`src/mpfb_pkg.sv`:
```
// shared types and constants for the max pooling unit
package mpfb_pkg;
    localparam int DATA_BITS    = 16;
    localparam int CHAN_BITS    = 4;
    localparam int DIM_BITS     = 6;
    localparam int WIN_BITS     = 3;
    localparam int MAX_CHANNELS = 16;
    localparam int MAX_DIM      = 64;
    localparam int MAX_WINDOW   = 8;
    localparam int ADDR_BITS    = CHAN_BITS + 2 * DIM_BITS;
    localparam int PADDR_BITS   = 5;

    localparam logic [PADDR_BITS-1:0] ADDR_NUM_CHANNELS  = 5'd0;
    localparam logic [PADDR_BITS-1:0] ADDR_IMAGE_HEIGHT  = 5'd4;
    localparam logic [PADDR_BITS-1:0] ADDR_IMAGE_WIDTH   = 5'd8;
    localparam logic [PADDR_BITS-1:0] ADDR_WINDOW_HEIGHT = 5'd12;
    localparam logic [PADDR_BITS-1:0] ADDR_WINDOW_WIDTH  = 5'd16;

    localparam logic OP_FWD = 1'b0;
    localparam logic OP_BWD = 1'b1;
    localparam logic KIND_MAX = 1'b0;
    localparam logic KIND_ERR = 1'b1;

    typedef enum logic [2:0] {
        ST_IDLE,
        ST_FWD,
        ST_BWD_RD,
        ST_BWD_EMIT,
        ST_BWD_WAIT
    } t_state;

    // controller to datapath
    typedef struct packed {
        logic fwd_go;
        logic bwd_start;
        logic bwd_read;
        logic bwd_step;
        logic bwd_done;
        logic restart;
    } t_cmd;

    // datapath to controller
    typedef struct packed {
        logic fwd_emit;
        logic bwd_none;
        logic bwd_last;
    } t_status;
endpackage

```
`src/mpfb_ctrl.sv`:
```
// controller state machine for forward and backward passes
module mpfb_ctrl (
    input  logic                 i_clk,
    input  logic                 i_rst_n,
    input  logic                 i_in_valid,
    input  logic                 i_in_op,
    input  logic                 i_out_busy,
    input  logic                 i_out_take,
    input  logic                 i_restart,
    input  mpfb_pkg::t_status    i_status,
    output logic                 o_in_ready,
    output logic                 o_load,
    output mpfb_pkg::t_cmd       o_cmd
);
    mpfb_pkg::t_state r_state, n_state;

    always_ff @(posedge i_clk) begin
        if (!i_rst_n) begin
            r_state <= mpfb_pkg::ST_IDLE;
        end else begin
            r_state <= n_state;
        end
    end

    always_comb begin
        n_state    = r_state;
        o_in_ready = 1'b0;
        o_load     = 1'b0;
        o_cmd      = '0;
        o_cmd.restart = i_restart;
        case (r_state)
            mpfb_pkg::ST_IDLE: begin
                o_in_ready = !i_out_busy || i_out_take;
                if (i_in_valid && o_in_ready) begin
                    if (i_in_op == mpfb_pkg::OP_FWD) begin
                        o_cmd.fwd_go = 1'b1;
                        o_load       = i_status.fwd_emit;
                    end else begin
                        o_cmd.bwd_start = 1'b1;
                        n_state = mpfb_pkg::ST_BWD_RD;
                    end
                end
            end
            mpfb_pkg::ST_BWD_RD: begin
                if (i_status.bwd_none) begin
                    n_state = mpfb_pkg::ST_IDLE;
                end else begin
                    o_cmd.bwd_read = 1'b1;
                    n_state = mpfb_pkg::ST_BWD_EMIT;
                end
            end
            mpfb_pkg::ST_BWD_EMIT: begin
                if (!i_out_busy || i_out_take) begin
                    o_load = 1'b1;
                    if (i_status.bwd_last) begin
                        o_cmd.bwd_done = 1'b1;
                        n_state = mpfb_pkg::ST_IDLE;
                    end else begin
                        o_cmd.bwd_step = 1'b1;
                        n_state = mpfb_pkg::ST_BWD_WAIT;
                    end
                end
            end
            mpfb_pkg::ST_BWD_WAIT: begin
                o_cmd.bwd_read = 1'b1;
                n_state = mpfb_pkg::ST_BWD_EMIT;
            end
            default: n_state = mpfb_pkg::ST_IDLE;
        endcase
    end
endmodule

```
`config.mk`:
```
export PLATFORM = sky130hd
export DESIGN_NAME = mpfb_ctrl
export DESIGN_NICKNAME = d
export VERILOG_FILES = /design/src/mpfb_pkg.sv /design/src/mpfb_ctrl.sv
export SDC_FILE = /design/constraint.sdc
export NUM_CORES = 1
export LEC_CHECK = 0
export ABC_AREA = 0
export BUFFER_PORTS_ARGS = -buffer_cell sky130_fd_sc_hd__clkbuf_2
export CORE_AREA = 2 2 39 41
export DETAILED_ROUTE_END_ITERATION = 12
export DIE_AREA = 0 0 41 43
export HOLD_SLACK_MARGIN = 0.12
export PLACE_DENSITY = 0.43
export REMOVE_ABC_BUFFERS = 1
export SETUP_SLACK_MARGIN = 0.4
export SYNTH_ARGS = -nofsm -noshare
export SYNTH_HDL_FRONTEND = slang
export SYNTH_SLANG_ARGS = --single-unit
export TNS_END_PERCENT = 20
```
`constraint.sdc`:
```
create_clock -name i_clk -period 3.1 [get_ports i_clk]
set_input_delay 0.155 -clock i_clk [delete_from_list [all_inputs] [get_ports i_clk]]
set_output_delay 0.155 -clock i_clk [all_outputs]
set_load 0.02 [all_outputs]
```
==> run metrics <==
synth warn 0; skew final between 0.8 and 0.9 ps; largest registers r_state x3; largest net degree at the start of global routing 10; Top reg by flops r_state; most common cell after layout, fill and taps aside clkbuf_2; total power 0.142 mW; crit share post-route around half; antenna violations before repair 0; post-route ant nets 0; site row count 14; nets@finish 54; leading area contributor after synthesis dfxtp_1; Crit path buffers/inverters 1; Vias/cell approximately 4.2; most frequent cells in the layout clkbuf_2 (15), nor3_1 (3), clkbuf_4 (3), dfxtp_1 (3); P_leak approximately 0.15 nW; DR pass1 iterations 4; Max Slew Vio Count 0; CP top delay family simple AND/OR/NAND/NOR gates; crit path kind reg2out; Synth top area share a little over a quarter; routability congestion estimate roughly 0.74; WL/cell between 9 and 10 um; post-layout worst setup margin 1570 ps; # DRC 0; critical-path cell list nor2_1 -> nand4b_1 -> a211oi_1 -> clkbuf_2; placed cell area between 200 and 300 sq um; Hold WC Path Type in2reg; ratio of cells with drive above 1 in the final layout ~47%; Starting DRT DRC Count 8; Power Density 437 nW/um^2; max FFs per register 3; design area roughly 320 sq um; Die H 43 um; clk sinks 3; Cell variety after synth 20; top post-synthesis cells by area dfxtp_1 (27%), nor4b_1 (7.7%), nor3_1 (6.6%); # H-tree levels 1; CP required 2940 ps; Post-Syn Area per Cell roughly 8.4 sq um; Max VDD drop 0.158 mV; Critical Path AT roughly 1400 ps; Seq/Total Area, Yosys a little over a quarter; delay of the slowest critical-path stage 330 ps; max-cap violation count 0; Worst setup EP type primary output; Setup WS pre-CTS ~1800 ps; startpoint types register; clock latency on the worst-skew pair approximately 230 ps; die footprint around 1800 sq um; final period demand of the worst path 1530 ps; final hold viol count 0; Layout area overhead 43.1%; setup TNS 0 ps; core region area 1380 sq um; Via Count 250; slew at the pin with the worst max-slew slack 479 ps; Initial Util between 10% and 20%; EDFF count, synth 0; first-pass GRT wire length approximately 900 um; largest fanout on the critical path 5; vias in the first global route between 200 and 250; Total GRT Usage about 8%; Post-synth ARST share 0%; Syn Inst Count 27; Die Wd about 41 um; Yosys reg bits 3; clk root buf clkbuf_4; ant diodes 0; hold-fix buffers at CTS 0; f_max 655 MHz; postcts setup bufs 0; Ports 18; Mapped Area about 230 sq um; port bufs 15; Max Buffers Root-to-Sink 2; uppermost layer routed met3; total congestion overflow 0; met2 wire len just over 200 um; CTS tree done; RSZ-0062 raised after global routing no; drt total wl slightly below 600 um; Synth Flop Type dfxtp_1; cts repair resizes 0; status completed; hpwl dp just under 500 um; Critical Path Slowest Stage Cell dfxtp_1; setup violators final 0; metal3 WL roughly 85 um; clock-pin slew on the worst setup and hold paths 30 ps; Slew HR 68.0%; CTS buffer count 3; met1 WL just under 300 um
==> final timing paths <==
kind,from,endpoint,slack (ps),cells after the start
setup / recovery,r_state[0],o_load,1570,4
hold / removal,i_rst_n,r_state[0],160,2
setup reg to reg,r_state[2],r_state[1],1880,3
hold reg to reg,r_state[1],r_state[2],720,3
==> metrics by stage <==
step                hold slack, ps  std cells  util (%)
global route                   183         59      23.4
global placement               310         55      21.5
floorplan                      273         24         -
detailed placement             310         55      21.5
finish                         163         59      23.4
CTS                            161         59      23.4
==> final cells by class <==
| type | count | area (sq um) |
|---|---|---|
| Fill cell | 156 | 1060 |
| Multi-Input combinational cell | 21 | 143 |
| Timing Repair Buffer | 15 | 75.1 |
| Sequential cell | 3 | 60.1 |
| Clock buffer | 4 | 26.3 |
| Tap cell | 16 | 20.0 |
==> power breakdown <==
part           leakage, nW  switching (mW)  total, mW  internal, mW
Combinational        0.109          0.0175     0.0324        0.0148
Sequential          0.0244         0.00164     0.0422        0.0405
Clock               0.0150          0.0190     0.0672        0.0482
==> Yosys cell counts, types with 2 or more instances <==
| master | n |
|---|---|
| nor2_1 | 2 |
| dfxtp_1 | 3 |
| nor4b_1 | 2 |
| nand2_1 | 2 |
| nor3_1 | 3 |
==> metal layers <==
| metal | vias up | track usage [%] |
|---|---|---|
| met4 | 0 | 8.00 |
| met3 | 0 | 3.14 |
| met2 | 19 | 10.3 |
| met1 | 99 | 9.24 |
| li1 | 132 | - |
| met5 | - | 0 |
==> cells by family after synthesis <==
kind of cell	Yosys count	share of synthesized area, %
flops	3	26.5
buf+inv	3	10.5
compound gates	5	18.2
simple gates	16	44.8
No activity file was read; power rests on OpenSTA's default activity.
